File: src/hdl/edrd_pkg.sv
// edrd_pkg: escape codes, result beat type and the decode-to-buffer push bundle
// for the escaped delta run-length decoder; no dependencies
`timescale 1ns / 1ps

package edrd_pkg;

   // escape bytes of the compressed stream and the special sample value
   localparam logic [7:0]  ESC_RUN        = 8'hA5;
   localparam logic [7:0]  ESC_LIT        = 8'h5A;
   localparam logic [7:0]  PEEK_MARK      = 8'h01;
   localparam logic [15:0] SPECIAL_SAMPLE = 16'h0101;

   // one run descriptor as it leaves the block
   typedef struct packed {
      logic [15:0]       first_sample;
      logic signed [7:0] step;
      logic [6:0]        run_count;
      logic              last;
   } result_type;

   // zero, one or two descriptors handed from the decoder to the output buffer
   typedef struct packed {
      logic [1:0] count;
      result_type first;
      result_type second;
   } push_type;

endpackage

File: src/hdl/edrd_if.sv
// edrd_req_if / edrd_rsp_if: valid/ready channels carrying byte and descriptor beats
// no dependencies
`timescale 1ns / 1ps

interface edrd_req_if;
   logic       valid;
   logic       ready;
   logic [7:0] byte_in;
   logic       end_of_stream;

   modport source (output valid, output byte_in, output end_of_stream, input ready);
   modport sink (input valid, input byte_in, input end_of_stream, output ready);
endinterface

interface edrd_rsp_if;
   logic              valid;
   logic              ready;
   logic [15:0]       first_sample;
   logic signed [7:0] step;
   logic [6:0]        run_count;
   logic              last;

   modport source (output valid, output first_sample, output step, output run_count,
                   output last, input ready);
   modport sink (input valid, input first_sample, input step, input run_count,
                 input last, output ready);
endinterface

File: src/hdl/edrd_decode.sv
// edrd_decode: input byte register, escape state machine and descriptor build
// depends on edrd_pkg and edrd_req_if
`timescale 1ns / 1ps

module edrd_decode (
   input  logic                clock,
   input  logic                reset,
   edrd_req_if.sink            req_ch,
   input  logic [1:0]          free,
   output edrd_pkg::push_type  push
);

   // decode phases
   localparam logic [2:0] PH_IDLE  = 3'd0;
   localparam logic [2:0] PH_RUN_N = 3'd1;
   localparam logic [2:0] PH_RUN_V = 3'd2;
   localparam logic [2:0] PH_SKIP  = 3'd3;
   localparam logic [2:0] PH_LIT_L = 3'd4;
   localparam logic [2:0] PH_LIT_H = 3'd5;
   localparam logic [2:0] PH_PEEK  = 3'd6;

   logic              in_valid_ff, in_valid_in;
   logic [7:0]        byte_ff;
   logic              eos_ff;
   logic [2:0]        phase_ff, phase_in;
   logic [15:0]       base_ff, base_in;
   logic [7:0]        held_ff, held_in;

   logic              consume;
   logic              accept;
   logic [15:0]       delta16;
   logic [6:0]        cnt7;
   logic signed [15:0] cnt_s, step_s, prod;
   logic [15:0]       idle_base;
   logic [15:0]       idle_sum;
   edrd_pkg::result_type r0, r1;
   logic [1:0]        n;

   // input skid register
   assign accept       = req_ch.valid && req_ch.ready;
   assign consume      = in_valid_ff && (n <= free);
   assign req_ch.ready = !in_valid_ff || consume;

   always_comb begin
      in_valid_in = in_valid_ff;
      if (accept) begin
         in_valid_in = 1'b1;
      end else if (consume) begin
         in_valid_in = 1'b0;
      end
   end

   always_ff @(posedge clock) begin
      if (reset) begin
         in_valid_ff <= 1'b0;
      end else begin
         in_valid_ff <= in_valid_in;
      end
      if (accept) begin
         byte_ff <= req_ch.byte_in;
         eos_ff  <= req_ch.end_of_stream;
      end
   end

   // run arithmetic: count times signed step
   assign delta16 = {{8{byte_ff[7]}}, byte_ff};
   assign cnt7    = held_ff[6:0] + 7'd1;
   assign cnt_s   = signed'({9'd0, cnt7});
   assign step_s  = signed'(delta16);
   assign prod    = cnt_s * step_s;

   // plain byte path, also used for the byte peeked after 5A A5 01
   assign idle_base = (phase_ff == PH_PEEK) ? {8'd0, edrd_pkg::ESC_RUN} : base_ff;
   assign idle_sum  = idle_base + delta16;

   // next state and descriptors
   always_comb begin
      phase_in = phase_ff;
      base_in  = base_ff;
      held_in  = held_ff;
      n        = 2'd0;
      r0       = '{first_sample: 16'd0, step: 8'sd0, run_count: 7'd1, last: 1'b0};
      r1       = '{first_sample: 16'd0, step: 8'sd0, run_count: 7'd1, last: 1'b0};
      case (phase_ff)
         PH_RUN_N: begin
            held_in  = byte_ff;
            phase_in = PH_RUN_V;
         end
         PH_RUN_V: begin
            if (byte_ff == edrd_pkg::ESC_LIT) begin
               base_in         = {held_ff, edrd_pkg::ESC_LIT};
               r0.first_sample = base_in;
               n               = 2'd1;
               phase_in        = PH_SKIP;
            end else begin
               phase_in = PH_IDLE;
               // empty run when the count wraps to zero or negative
               if (held_ff < 8'd127) begin
                  base_in         = base_ff + prod;
                  r0.first_sample = base_ff + delta16;
                  r0.step         = signed'(byte_ff);
                  r0.run_count    = cnt7;
                  n               = 2'd1;
               end
            end
         end
         PH_SKIP: begin
            phase_in = PH_IDLE;
         end
         PH_LIT_L: begin
            held_in  = byte_ff;
            phase_in = PH_LIT_H;
         end
         PH_LIT_H: begin
            phase_in = PH_IDLE;
            if (held_ff == edrd_pkg::ESC_RUN) begin
               if (byte_ff == edrd_pkg::PEEK_MARK) begin
                  phase_in = PH_PEEK;
               end else begin
                  base_in         = {8'd0, edrd_pkg::ESC_RUN};
                  r0.first_sample = base_in;
                  n               = 2'd1;
               end
            end else begin
               base_in         = {byte_ff, held_ff};
               r0.first_sample = base_in;
               n               = 2'd1;
            end
         end
         PH_PEEK: begin
            phase_in = PH_IDLE;
            if (byte_ff == edrd_pkg::PEEK_MARK) begin
               base_in         = 16'd0;
               r0.first_sample = edrd_pkg::SPECIAL_SAMPLE;
               n               = 2'd1;
            end else begin
               base_in         = {8'd0, edrd_pkg::ESC_RUN};
               r0.first_sample = base_in;
               n               = 2'd1;
               // peeked byte decoded again from idle
               if (byte_ff == edrd_pkg::ESC_RUN) begin
                  phase_in = PH_RUN_N;
               end else if (byte_ff == edrd_pkg::ESC_LIT) begin
                  phase_in = PH_LIT_L;
               end else begin
                  base_in         = idle_sum;
                  r1.first_sample = idle_sum;
                  n               = 2'd2;
               end
            end
         end
         default: begin
            phase_in = PH_IDLE;
            if (byte_ff == edrd_pkg::ESC_RUN) begin
               phase_in = PH_RUN_N;
            end else if (byte_ff == edrd_pkg::ESC_LIT) begin
               phase_in = PH_LIT_L;
            end else begin
               base_in         = idle_sum;
               r0.first_sample = idle_sum;
               n               = 2'd1;
            end
         end
      endcase
      // end of stream drops any open escape
      if (eos_ff) begin
         phase_in = PH_IDLE;
      end
      if (n == 2'd1) begin
         r0.last = 1'b1;
      end
      if (n == 2'd2) begin
         r1.last = 1'b1;
      end
   end

   assign push.count  = consume ? n : 2'd0;
   assign push.first  = r0;
   assign push.second = r1;

   // decoder state
   always_ff @(posedge clock) begin
      if (reset) begin
         phase_ff <= PH_IDLE;
         base_ff  <= 16'd0;
         held_ff  <= 8'd0;
      end else if (consume) begin
         phase_ff <= phase_in;
         base_ff  <= base_in;
         held_ff  <= held_in;
      end
   end

`ifndef SYNTH
   a_phase_range: assert property (@(posedge clock) disable iff (reset)
      phase_ff <= PH_PEEK)
      else $error("decode phase out of range");

   a_eos_idle: assert property (@(posedge clock) disable iff (reset)
      consume && eos_ff |=> phase_ff == PH_IDLE)
      else $error("phase not idle after end of stream");

   a_two_only_peek: assert property (@(posedge clock) disable iff (reset)
      push.count == 2'd2 |-> phase_ff == PH_PEEK)
      else $error("two descriptors outside the peek phase");

   a_hold_stalled: assert property (@(posedge clock) disable iff (reset)
      in_valid_ff && !consume |=> in_valid_ff && $stable(byte_ff) && $stable(eos_ff))
      else $error("stalled input byte lost");
`endif

endmodule

File: src/hdl/edrd_rsp_buf.sv
// edrd_rsp_buf: two-entry output register taking up to two descriptors per cycle
// depends on edrd_pkg and edrd_rsp_if
`timescale 1ns / 1ps

module edrd_rsp_buf (
   input  logic               clock,
   input  logic               reset,
   input  edrd_pkg::push_type push,
   output logic [1:0]         free,
   edrd_rsp_if.source         rsp_ch
);

   logic [1:0]           cnt_ff, cnt_in;
   edrd_pkg::result_type slot_ff [2];
   edrd_pkg::result_type slot_in [2];
   logic                 pop;
   logic [1:0]           base_cnt;

   // pop the head beat, then fill behind what remains
   assign pop      = (cnt_ff != 2'd0) && rsp_ch.ready;
   assign base_cnt = cnt_ff - {1'b0, pop};
   assign free     = 2'd2 - base_cnt;
   assign cnt_in   = base_cnt + push.count;

   always_comb begin
      slot_in[0] = pop ? slot_ff[1] : slot_ff[0];
      slot_in[1] = slot_ff[1];
      if (push.count != 2'd0) begin
         if (base_cnt == 2'd0) begin
            slot_in[0] = push.first;
            slot_in[1] = push.second;
         end else begin
            slot_in[1] = push.first;
         end
      end
   end

   always_ff @(posedge clock) begin
      if (reset) begin
         cnt_ff <= 2'd0;
      end else begin
         cnt_ff <= cnt_in;
      end
      slot_ff[0] <= slot_in[0];
      slot_ff[1] <= slot_in[1];
   end

   // head beat drives the port
   assign rsp_ch.valid        = cnt_ff != 2'd0;
   assign rsp_ch.first_sample = slot_ff[0].first_sample;
   assign rsp_ch.step         = slot_ff[0].step;
   assign rsp_ch.run_count    = slot_ff[0].run_count;
   assign rsp_ch.last         = slot_ff[0].last;

`ifndef SYNTH
   a_cnt_range: assert property (@(posedge clock) disable iff (reset)
      cnt_ff <= 2'd2)
      else $error("output buffer count out of range");

   a_no_overflow: assert property (@(posedge clock) disable iff (reset)
      ({1'b0, base_cnt} + {1'b0, push.count}) <= 3'd2)
      else $error("output buffer overflow");

   a_last_single: assert property (@(posedge clock) disable iff (reset)
      push.count == 2'd1 |-> push.first.last)
      else $error("single descriptor without last");

   a_last_pair: assert property (@(posedge clock) disable iff (reset)
      push.count == 2'd2 |-> !push.first.last && push.second.last)
      else $error("descriptor pair with wrong last marks");
`endif

endmodule

File: src/hdl/escaped_delta_rle_decoder_top.sv
// Escaped delta run-length decoder, top level.
// Channels: req_ch takes one compressed byte per beat (byte_in, end_of_stream);
// rsp_ch delivers run descriptors (first_sample, step, run_count, last), with
// last set on the final descriptor a byte produces. A byte produces zero, one
// or two descriptors; bytes that only open or continue an escape produce none.
// On its way out, a byte first waits in the input register, and the
// descriptor it yields then waits in the output register before rsp_ch
// offers it; a stall can hold it in either register.
// Throughput: one byte per cycle while each byte yields at most one
// descriptor and rsp_ch.ready stays high; the single output port can hold back
// the bytes after a two-descriptor byte. The escape state never limits the rate.
// Reset (synchronous, active high) returns the decoder to idle with a zero
// base sample and empties both registers; no beat is offered until new bytes.
// Stall: when rsp_ch.ready is low the two-entry output register fills, the
// decoder holds its byte, and req_ch.ready drops once the input register is
// occupied; no descriptor is lost or repeated.
// Depends on edrd_pkg, edrd_if, edrd_decode and edrd_rsp_buf.
`timescale 1ns / 1ps

module escaped_delta_rle_decoder_top (
   input  logic        clock,
   input  logic        reset,
   edrd_req_if.sink    req_ch,
   edrd_rsp_if.source  rsp_ch
);

   edrd_pkg::push_type push;
   logic [1:0]         free;

   // byte register and escape decode
   edrd_decode u_decode (
      .clock  (clock),
      .reset  (reset),
      .req_ch (req_ch),
      .free   (free),
      .push   (push)
   );

   // descriptor output register
   edrd_rsp_buf u_rsp_buf (
      .clock  (clock),
      .reset  (reset),
      .push   (push),
      .free   (free),
      .rsp_ch (rsp_ch)
   );

endmodule
File: src/flat_wrapper.sv
// flat-port wrapper written by rule: the top's interface ports become plain ports
module escaped_delta_rle_decoder_top_flat 
  (clock, reset, req_ch_valid, req_ch_byte_in, req_ch_end_of_stream, req_ch_ready, rsp_ch_valid, rsp_ch_first_sample, rsp_ch_step, rsp_ch_run_count, rsp_ch_last, rsp_ch_ready);
  edrd_req_if req_ch_i ();
  edrd_rsp_if rsp_ch_i ();
  input  logic clock;
  input  logic reset;
  input wire logic [$bits(req_ch_i.valid)-1:0] req_ch_valid;
  input wire logic [$bits(req_ch_i.byte_in)-1:0] req_ch_byte_in;
  input wire logic [$bits(req_ch_i.end_of_stream)-1:0] req_ch_end_of_stream;
  output wire logic [$bits(req_ch_i.ready)-1:0] req_ch_ready;
  output wire logic [$bits(rsp_ch_i.valid)-1:0] rsp_ch_valid;
  output wire logic [$bits(rsp_ch_i.first_sample)-1:0] rsp_ch_first_sample;
  output wire logic [$bits(rsp_ch_i.step)-1:0] rsp_ch_step;
  output wire logic [$bits(rsp_ch_i.run_count)-1:0] rsp_ch_run_count;
  output wire logic [$bits(rsp_ch_i.last)-1:0] rsp_ch_last;
  input wire logic [$bits(rsp_ch_i.ready)-1:0] rsp_ch_ready;
  assign req_ch_i.valid = req_ch_valid;
  assign req_ch_i.byte_in = req_ch_byte_in;
  assign req_ch_i.end_of_stream = req_ch_end_of_stream;
  assign req_ch_ready = req_ch_i.ready;
  assign rsp_ch_valid = rsp_ch_i.valid;
  assign rsp_ch_first_sample = rsp_ch_i.first_sample;
  assign rsp_ch_step = rsp_ch_i.step;
  assign rsp_ch_run_count = rsp_ch_i.run_count;
  assign rsp_ch_last = rsp_ch_i.last;
  assign rsp_ch_i.ready = rsp_ch_ready;
  escaped_delta_rle_decoder_top u_core (.clock(clock), .reset(reset), .req_ch(req_ch_i), .rsp_ch(rsp_ch_i));
endmodule
File: config.mk
export PLATFORM = sky130hd
export DESIGN_NAME = escaped_delta_rle_decoder_top_flat
export DESIGN_NICKNAME = d
export VERILOG_FILES = /design/src/hdl/edrd_pkg.sv /design/src/hdl/edrd_if.sv /design/src/hdl/edrd_decode.sv /design/src/hdl/edrd_rsp_buf.sv /design/src/hdl/escaped_delta_rle_decoder_top.sv /design/src/flat_wrapper.sv
export SDC_FILE = /design/constraint.sdc
export NUM_CORES = 1
export LEC_CHECK = 0
export ABC_AREA = 1
export BUFFER_PORTS_ARGS = -buffer_cell sky130_fd_sc_hd__buf_2
export CORE_UTILIZATION = 50
export DETAILED_ROUTE_END_ITERATION = 12
export PLACE_DENSITY = 0.75
export REMOVE_ABC_BUFFERS = 1
export SYNTH_ARGS = -nofsm -noshare
export SYNTH_HDL_FRONTEND = slang
export SYNTH_SLANG_ARGS = --single-unit
File: constraint.sdc
create_clock -name clock -period 5.55 [get_ports clock]
set_input_delay 1.11 -clock clock [delete_from_list [all_inputs] [get_ports clock]]
set_output_delay 1.11 -clock clock [all_outputs]
set_load 0.02 [all_outputs]
==> results of run 1 <==
[kinds of logic after synthesis]
logic type               Yosys count
AO/OA/AOI/OAI                    171
XOR/XNOR                          21
adder cells (fa/ha/maj)          130
buffers and inverters            279
flip-flops                       103
multiplexers                       8
AND/OR/NAND/NOR                  706
[Yosys cell counts (2+ instances only)]
| master | number | area [sq um] |
|---|---|---|
| sky130_fd_sc_hd__mux2i_1 | 8 | 80.1 |
| sky130_fd_sc_hd__xnor2_1 | 11 | 96.3 |
| sky130_fd_sc_hd__o21ai_2 | 2 | 17.5 |
| sky130_fd_sc_hd__nand2_2 | 4 | 25.0 |
| sky130_fd_sc_hd__nor2_2 | 5 | 31.3 |
| sky130_fd_sc_hd__o21ai_0 | 46 | 230 |
| sky130_fd_sc_hd__nor2_1 | 128 | 480 |
| sky130_fd_sc_hd__a31oi_1 | 18 | 113 |
| sky130_fd_sc_hd__inv_1 | 195 | 732 |
| sky130_fd_sc_hd__xor2_1 | 10 | 87.6 |
| sky130_fd_sc_hd__buf_6 | 6 | 67.6 |
| sky130_fd_sc_hd__nand2_1 | 415 | 1560 |
| sky130_fd_sc_hd__nand4_1 | 12 | 75.1 |
| sky130_fd_sc_hd__o2111ai_1 | 2 | 17.5 |
| sky130_fd_sc_hd__inv_4 | 2 | 12.5 |
| sky130_fd_sc_hd__nand3_1 | 90 | 450 |
| sky130_fd_sc_hd__clkbuf_1 | 19 | 71.3 |
| sky130_fd_sc_hd__o21ai_1 | 11 | 55.1 |
| sky130_fd_sc_hd__buf_2 | 7 | 35.0 |
| sky130_fd_sc_hd__buf_4 | 35 | 263 |
| sky130_fd_sc_hd__edfxtp_1 | 41 | 1230 |
| sky130_fd_sc_hd__ha_1 | 83 | 1040 |
| sky130_fd_sc_hd__nand2_4 | 2 | 22.5 |
| sky130_fd_sc_hd__o211ai_1 | 17 | 128 |
| sky130_fd_sc_hd__nor3_1 | 27 | 135 |
| sky130_fd_sc_hd__inv_2 | 13 | 48.8 |
| sky130_fd_sc_hd__a21oi_1 | 71 | 355 |
| sky130_fd_sc_hd__and2_1 | 2 | 12.5 |
| sky130_fd_sc_hd__dfxtp_1 | 62 | 1240 |
| sky130_fd_sc_hd__or2_2 | 11 | 68.8 |
| sky130_fd_sc_hd__fa_1 | 47 | 941 |
| sky130_fd_sc_hd__nand3b_1 | 6 | 45.0 |
[worst paths after layout]
kind	end	slack [ps]	from
setup / recovery	u_core.u_decode.base_ff[10]	340	u_core.u_decode.held_ff[0]
hold / removal	u_core.u_rsp_buf.slot_ff[0][10]	480	u_core.u_rsp_buf.slot_ff[0][10]
setup reg to reg	u_core.u_decode.base_ff[10]	340	u_core.u_decode.held_ff[0]
hold reg to reg	u_core.u_rsp_buf.slot_ff[0][10]	480	u_core.u_rsp_buf.slot_ff[0][10]
[critical path, cell delays in order, from the launching register on]
cell and delay (ps):
sky130_fd_sc_hd__dfxtp_1 360, sky130_fd_sc_hd__ha_1 180, sky130_fd_sc_hd__nand2_1 80, sky130_fd_sc_hd__nor2_1 120
sky130_fd_sc_hd__nand2_1 80, sky130_fd_sc_hd__o21ai_0 150, sky130_fd_sc_hd__nand2_1 90, sky130_fd_sc_hd__inv_1 110
sky130_fd_sc_hd__nand2_1 80, sky130_fd_sc_hd__fa_1 520, sky130_fd_sc_hd__inv_1 50, sky130_fd_sc_hd__fa_1 500
sky130_fd_sc_hd__inv_1 60, sky130_fd_sc_hd__fa_1 530, sky130_fd_sc_hd__inv_1 50, sky130_fd_sc_hd__fa_1 380
sky130_fd_sc_hd__fa_1 500, sky130_fd_sc_hd__ha_4 330, sky130_fd_sc_hd__nand2_1 60, sky130_fd_sc_hd__nor2_1 140
sky130_fd_sc_hd__nand2_1 80, sky130_fd_sc_hd__nand3_1 90, sky130_fd_sc_hd__nand2_1 40, sky130_fd_sc_hd__o21ai_0 250
sky130_fd_sc_hd__and2_1 180, sky130_fd_sc_hd__a21oi_1 70
[metal layers]
layer | global-route usage | vias up | part of all wire
li1 | - | 4526 | -
met1 | 0.403 | 4250 | 0.43
met2 | 0.465 | 421 | 0.44
met3 | 0.0471 | 91 | 0.084
met4 | 0.157 | 0 | 0.048
met5 | 0 | - | 0
[power breakdown]
group	internal, mW	total (mW)	switching, mW
clock network	0.313	0.637	0.324
logic	1.21	3.58	2.37
registers	1.14	1.35	0.205
[per-stage QoR]
step | utilization | setup slack (ps) | area [sq um]
final | 0.540 | 342 | 10500
after global routing | 0.540 | 4.87 | 10500
after CTS | 0.537 | 235 | 10400
after detailed placement | 0.523 | 268 | 10100
after global placement | 0.523 | 395 | 10100
after floorplan | - | 324 | 9440
[registers in the layout, summed over array words and instances, names as in the netlist]
register and flops:
u_core.u_decode.eos_ff 1, u_core.u_decode.byte_ff 8, u_core.u_decode.in_valid_ff 1, u_core.u_rsp_buf.cnt_ff 2
u_core.u_rsp_buf.slot_ff 64, u_core.u_decode.phase_ff 3, u_core.u_decode.held_ff 8, u_core.u_decode.base_ff 16
[area by class of cell]
class | instances | area [sq um] | area share
repair buffers | 65 | 373 | 0.0356
well taps | 265 | 332 | 0.0317
clock buffers | 10 | 229 | 0.0219
inverters | 211 | 797 | 0.0761
clock inverters | 6 | 55.1 | 0.00526
flip-flops and latches | 103 | 2470 | 0.236
multi-input cells | 1036 | 6210 | 0.593
[timing repair]
item / in CTS / in global routing
setup endpoints to repair: 0 / 6
gates resized for setup: 0 / 8
buffers inserted: 0 / 1
==> flow_results.org, run 1 <==
** Worst setup path
- Path type of the worst setup path :: flop to flop
- The worst register-to-register path has a depth of 25.
- Type of origin of the critical path :: flop
- Of all nets on the critical path, the largest fanout is 7.
- STA classifies the critical path endpoint as a flop.
- Data on the critical path arrives at its endpoint at 5460 ps.
- STA puts the critical path data required time at 5800 ps.

** Finish
- Layout cell share with drive strength beyond 1 :: 0.0901
- After filler insertion, the fill cell instance count of the layout stands at 1952.
- ANT cells :: 0
- Most common cell after layout, fill and taps aside :: sky130_fd_sc_hd__nand2_1
- Synth-to-Final Area Change :: 5.95%
- In the final design database the tool counted 1569 nets.
- Commonest cells after routing, fill and taps aside :: sky130_fd_sc_hd__nand2_1 (415), sky130_fd_sc_hd__inv_1 (195), sky130_fd_sc_hd__nor2_1 (128), sky130_fd_sc_hd__nand3_1 (90), sky130_fd_sc_hd__ha_1 (80)
- Final Non-Filler Cells :: 1696

** Hold path
- Worst hold stages :: 2
- Type of the tightest min-delay check :: flop to flop

** Timing
- In the finished design, the share of the clock period the worst path needs comes to 0.938.
- For the final routed database, the setup TNS stands at 0 ps.
- Static timing analysis puts the maximum clock frequency at 0.192 GHz.
- Number of failing setup endpoints in the final timing report :: 0
- On the final layout, the worst clock skew is 11.5 ps.
- Shortest period the worst path allows :: 5210 ps
- Number of max-slew violations in the final report :: 0
- Slew at the pin closest to its max-slew limit :: 868 ps
- Final hold analysis gives a worst-case slack of 481 ps.
- Relative slew slack :: 0.421
- RSZ-0062 raised after global routing :: no
- The final count of hold timing violations was 0.

** Synth
- Simple-gate share of the synthesized area :: 0.301
- Adder and majority cell fraction of the synthesized area :: 0.200
- Of the total synthesized cell area, the portion taken by XOR and XNOR cells is 0.0186.
- The complex-gate fraction of the synthesized area is 0.0966.
- Ys async rst share :: 0
- Seq/Total Area, Yosys :: 0.250
- Mean instance size in the synthesized netlist :: 6.97 sq um
- Flop and latch count out of synthesis :: 103
- Number of distinct library cells after synthesis :: 42
- The mapped netlist covers 0.00988 sq mm.
- The cell count after synthesis came out at 1418.
- Number of flops mapped to enable cells by yosys :: 41
- Number of warnings reported in the yosys synthesis log :: 0
- Combinational family with the most area after synthesis :: simple AND/OR/NAND/NOR gates
- Of the post-synthesis cell area, the part taken by muxes is 0.00811.
- Ys flop type :: sky130_fd_sc_hd__dfxtp_1

** Floorplanning
- Area of the core :: 0.0194 sq mm
- Measured along the x axis, the die boundary spans 143 um.
- For this design the top-level I/O count stands at 47.
- The die covers 0.0203 sq mm.
- Starting density of the core :: 0.509
- After floorplanning, the core was divided into 51 placement rows.
- Measured along the y axis, the die boundary spans 143 um.

** Status
- Outcome :: finished, final reports clean

** Clocking
- In this run the deepest clock path goes through 2 buffers.
- Skew-Pair Late Insertion Delay :: 370 ps
- Buffer cell driving the clock tree root :: sky130_fd_sc_hd__clkbuf_16
- After clock tree synthesis, the clock-pin slew on the worst setup and hold paths is 80 ps.
- Clock tree from TritonCTS :: done
- Count of H-tree levels built during CTS :: 3
- Counting every sink on the clock net gives 103.
- CTS Hold Bufs :: 0
- TritonCTS buffer count :: 9

** Routing
- Average vias per placed instance :: 5.48
- Post-detailed-routing wire length :: 29.7 mm
- Residual DRC count :: 0
- Detailed-route via count :: 9288
- After detailed routing, the average wire length per cell comes to 17.5 um.
- In this run, the number of DRC markers left after iteration 0 of detailed routing was 1009.
- The pre-antenna-repair detailed-routing pass consisted of 6 iterations.
- The count of nets left with antenna violations once routing finished came out at 0.

** Power and ir drop
- Dividing total power by cell area gives a power density of 531 mW/mm^2.
- Power after layout :: 5.56 mW
- Worst vdd ir :: 0.225 mV
- Leakage power summed over all cells :: 5.50 nW

** Global route
- Largest net degree at the start of global routing :: 42
- The total overflow left after global routing is 0.
- Antenna violations before repair :: 0
- Global-route wire length before repair :: 45.9 mm
- Via count of the first global-routing pass :: 8672
- Total routing resource utilization after global routing :: 0.300

** Place
- The congestion estimate from routability-driven global placement came to 1.01.
- Buffers placed on the I/O ports in this run total 46.
- Final HPWL from detailed placement :: 23.7 mm
- After detailed placement, the design holds a cell count of 1679.

** Run
- Number of violations of the max-capacitance limit :: 0
(Power assumes the default switching activity.)
==> run 2: changes to the inputs <==
clock period = 5.4 ns   (was 5.55 ns; I/O delays follow)
==> run 2 against run 1 <==
Combinational power grew 3%. Core utilization increased by 0.43 points. Wire length is 0.18% lower. Critical path type unchanged.
==> flow_results.org, run 2 (synthesized netlist as in run 1, its figures left out) <==
** Finish
- Most common cell after layout, fill and taps aside :: sky130_fd_sc_hd__nand2_1 (unchanged)
- The layout cell share with drive strength beyond 1 was 0.0982 (was 0.0901).
- Synth-to-Final Area Change :: 6.79% (was 5.95%)
- Count of nets after finishing :: 1574 (was 1569)
- Top Registers :: u_core.u_rsp_buf.slot_ff (64), u_core.u_decode.base_ff (16) (unchanged)
- Register with the highest flop count :: u_core.u_rsp_buf.slot_ff (unchanged)
- Share of the core filled with cells in the final layout :: 0.544 (was 0.540)
- Commonest cells after routing, fill and taps aside: sky130_fd_sc_hd__nand2_1 (414), sky130_fd_sc_hd__inv_1 (194), sky130_fd_sc_hd__nor2_1 (127), sky130_fd_sc_hd__nand3_1 (89), sky130_fd_sc_hd__ha_1 (80) (was sky130_fd_sc_hd__nand2_1 (415), sky130_fd_sc_hd__inv_1 (195), sky130_fd_sc_hd__nor2_1 (128), sky130_fd_sc_hd__nand3_1 (90), sky130_fd_sc_hd__ha_1 (80)).
- The number of diodes added for antenna fixing is 0 (unchanged).
- The number of flip-flops under the largest register name is 64 (unchanged).
- Filler Cell Count :: 1928 (was 1952)

** Clocking
- The number of buffers on the longest clock path came to 2 (unchanged).
- Clock sink count :: 103 (unchanged)
- The clock tree from TritonCTS is done (unchanged).
- Count of H-tree levels built during CTS :: 3 (unchanged)
- The clock buffer count from CTS was 9 (unchanged).
- The clock transition at the registers of the reported paths came to 80 ps (about the same).
- Buffer cell driving the clock tree root :: sky130_fd_sc_hd__clkbuf_16 (unchanged)
- Skew-Pair Late Insertion Delay :: 360 ps (was 370 ps)
- The number of hold buffers added after CTS came to 0 (unchanged).
- The setup fix buffers added after clock tree synthesis came to 0 (unchanged).

** Worst setup path
- Worst-case register-to-register setup slack :: 310 ps (was 340 ps)
- The capture point of the worst reg-to-reg path is u_core.u_decode.base_ff[14] (was u_core.u_decode.base_ff[10]).
- The slowest cell on the critical path is sky130_fd_sc_hd__fa_2 (was sky130_fd_sc_hd__fa_1).
- The cell depth of the worst flop-to-flop path was 29 (was 25).
- Type of origin of the critical path :: flop (unchanged)
- The classification of the worst setup path was flop to flop (unchanged).
- The most numerous cell on the critical path is sky130_fd_sc_hd__nand2_1 (unchanged).
- Critical path fanouts, max :: 7 (unchanged)
- The worst flop-to-flop path startpoint is u_core.u_decode.held_ff[1] (was u_core.u_decode.held_ff[0]).
- Kind of capture point of the worst setup path :: flop (unchanged)
- Longest individual stage delay on the worst path :: 580 ps (was 530 ps)
- Data arrival time of the critical path :: 5330 ps (was 5460 ps)
- The data required time at the worst endpoint came to 5630 ps (was 5800 ps).

** Timing
- Slew at the pin closest to its max-slew limit :: 926 ps (was 868 ps)
- Clock Skews :: 12.2 ps (was 11.5 ps)
- The maximum clock rate came to 0.196 GHz (was 0.192 GHz).
- Crit share post-route :: 0.943 (was 0.938)
- The normalized max-slew margin was 0.380 (was 0.421).
- The number of max-slew violations in the final report came to 0 (unchanged).
- Shortest period the worst path allows :: 5090 ps (was 5210 ps)
- The final count of hold timing violations came to 0 (unchanged).
- Number of failing setup endpoints in the final timing report :: 0 (unchanged)
- RSZ-0062 raised after global routing: no (unchanged).
- The setup TNS after final layout came to 0 ps (unchanged).

** Global route
- Via count of the first global-routing pass :: 8798 (was 8672)
- The global-route wire length before repair came to 46.8 mm (was 45.9 mm).
- The overall fraction of global-route tracks in use came to 0.304 (was 0.300).
- Antenna violations before repair :: 0 (unchanged)
- The largest net degree at the start of global routing is 42 (unchanged).
- Total gr overflow :: 0 (unchanged)

** Power and ir drop
- The maximum VDD drop came to 0.295 mV (was 0.225 mV).
- Leakage power summed over all cells :: 5.54 nW (was 5.50 nW)
- Power after layout :: 5.73 mW (was 5.56 mW)
- Total power divided by cell area :: 543 mW/mm^2 (was 531 mW/mm^2)

** Place
- The global placer's final weighted congestion is 1.02 (was 1.01).
- Final HPWL from detailed placement :: 23.7 mm (about the same)
- Count of buffers from port buffering :: 46 (unchanged)

** Hold path
- The end point of the most critical hold path was u_core.u_rsp_buf.slot_ff[0][3] (was u_core.u_rsp_buf.slot_ff[0][10]).
- Type of the tightest min-delay check :: flop to flop (unchanged)
- Worst hold stages :: 2 (unchanged)
- The critical hold path startpoint is u_core.u_rsp_buf.slot_ff[0][3] (was u_core.u_rsp_buf.slot_ff[0][10]).

** Floorplanning
- The I/O pin count came to 47 (unchanged).
- The area of the placeable core came to 0.0194 sq mm (unchanged).
- The width of the die is 143 um (unchanged).
- Placement Rows :: 51 (unchanged)
- The overall die height was 143 um (unchanged).
- Area enclosed by the die boundary :: 0.0203 sq mm (unchanged)
- The initial core utilization came to 0.509 (unchanged).

** Routing
- WL/cell :: 17.4 um (was 17.5 um)
- Residual DRC count :: 0 (unchanged)
- Detailed-route via count :: 9407 (was 9288)
- Drt initial violations :: 883 (was 1009)
- The detail-routed via count per cell was 5.53 (was 5.48).
- The antenna violation net count after detailed routing is 0 (unchanged).
- Post-detailed-routing wire length :: 29.7 mm (about the same)
- The number of optimization iterations in the first detailed-route pass was 5 (was 6).

** Status
- Outcome :: finished, final reports clean (unchanged)

** Run
- Number of violations of the max-capacitance limit :: 0 (unchanged)
==> run 2: cell types whose count changed in the layout (fill, tap and decap cells not counted), moves of 2 or more <==
| cell | before | now |
|---|---|---|
| sky130_fd_sc_hd__o21ai_0 | 46 | 43 |
| sky130_fd_sc_hd__fa_1 | 47 | 45 |
| sky130_fd_sc_hd__fa_2 | 0 | 2 |
| sky130_fd_sc_hd__inv_6 | 0 | 2 |
| sky130_fd_sc_hd__o21ai_1 | 11 | 14 |
| sky130_fd_sc_hd__buf_4 | 19 | 23 |
==> run 2: through the flow <==
step | area, sq um | cells | worst slack (ps) | hold slack [ps]
final | 10600 | 1701 | 306 | 481
after detailed placement | 10200 | 1685 | 98.3 | 473
after floorplan | 9440 | 1350 | 174 | 468
after global routing | 10600 | 1701 | 11.6 | 503
after global placement | 10200 | 1685 | 244 | 468
after CTS | 10500 | 1701 | 66.2 | 486
==> run 2: report_power, final <==
group / switching, mW / total (mW) / leakage, nW / internal, mW
clock network: 0.323 / 0.672 / 0.144 / 0.349
registers: 0.202 / 1.37 / 0.903 / 1.17
logic: 2.43 / 3.68 / 4.49 / 1.25
total: 2.95 / 5.73 / 5.54 / 2.77
==> run 2: cell type report <==
| class | instances | area (sq um) | share of cell area |
|---|---|---|---|
| multi-input cells | 1036 | 6230 | 0.591 |
| flip-flops and latches | 103 | 2470 | 0.235 |
| inverters | 211 | 797 | 0.0755 |
| repair buffers | 70 | 414 | 0.0393 |
| well taps | 265 | 332 | 0.0314 |
| clock buffers | 11 | 254 | 0.0241 |
| clock inverters | 5 | 45.0 | 0.00427 |
==> run 2: how the worst max path moves through the flow <==
| stage | startpoint | end | slack, ps | cells after the start |
|---|---|---|---|---|
| final | u_core.u_decode.held_ff[1] | u_core.u_decode.base_ff[14] | 310 | 29 |
| after global placement | u_core.u_decode.held_ff[1] | u_core.u_decode.base_ff[15] | 240 | 29 |
| after floorplan | u_core.u_decode.held_ff[0] | u_core.u_decode.base_ff[15] | 170 | 29 |
| after detailed placement | u_core.u_decode.held_ff[1] | u_core.u_decode.base_ff[15] | 100 | 29 |
| after global routing | u_core.u_decode.held_ff[1] | u_core.u_decode.base_ff[15] | 10 | 29 |
| after CTS | u_core.u_decode.held_ff[1] | u_core.u_decode.base_ff[15] | 70 | 29 |
==> run 2: repair_timing <==
item                                    in CTS  in global routing
gates resized for setup                      0                 20
endpoints found under the setup margin       0                  9
endpoints found under the hold margin        0                  0
==> run 2: metal layers <==
metal  GRT usage  part of all wire
met1       0.411              0.43
met2       0.479              0.44
met3      0.0545             0.084
met4       0.127             0.039
met5           0                 0
==> run 2: critical path: cells and delay by family, from the launching register on <==
kind                     cells  cell delay (ps)
AND/OR/NAND/NOR             16             1260
buffers and inverters        4              250
AO/OA/AOI/OAI                2              180
flip-flops                   1              350
adder cells (fa/ha/maj)      7             2950
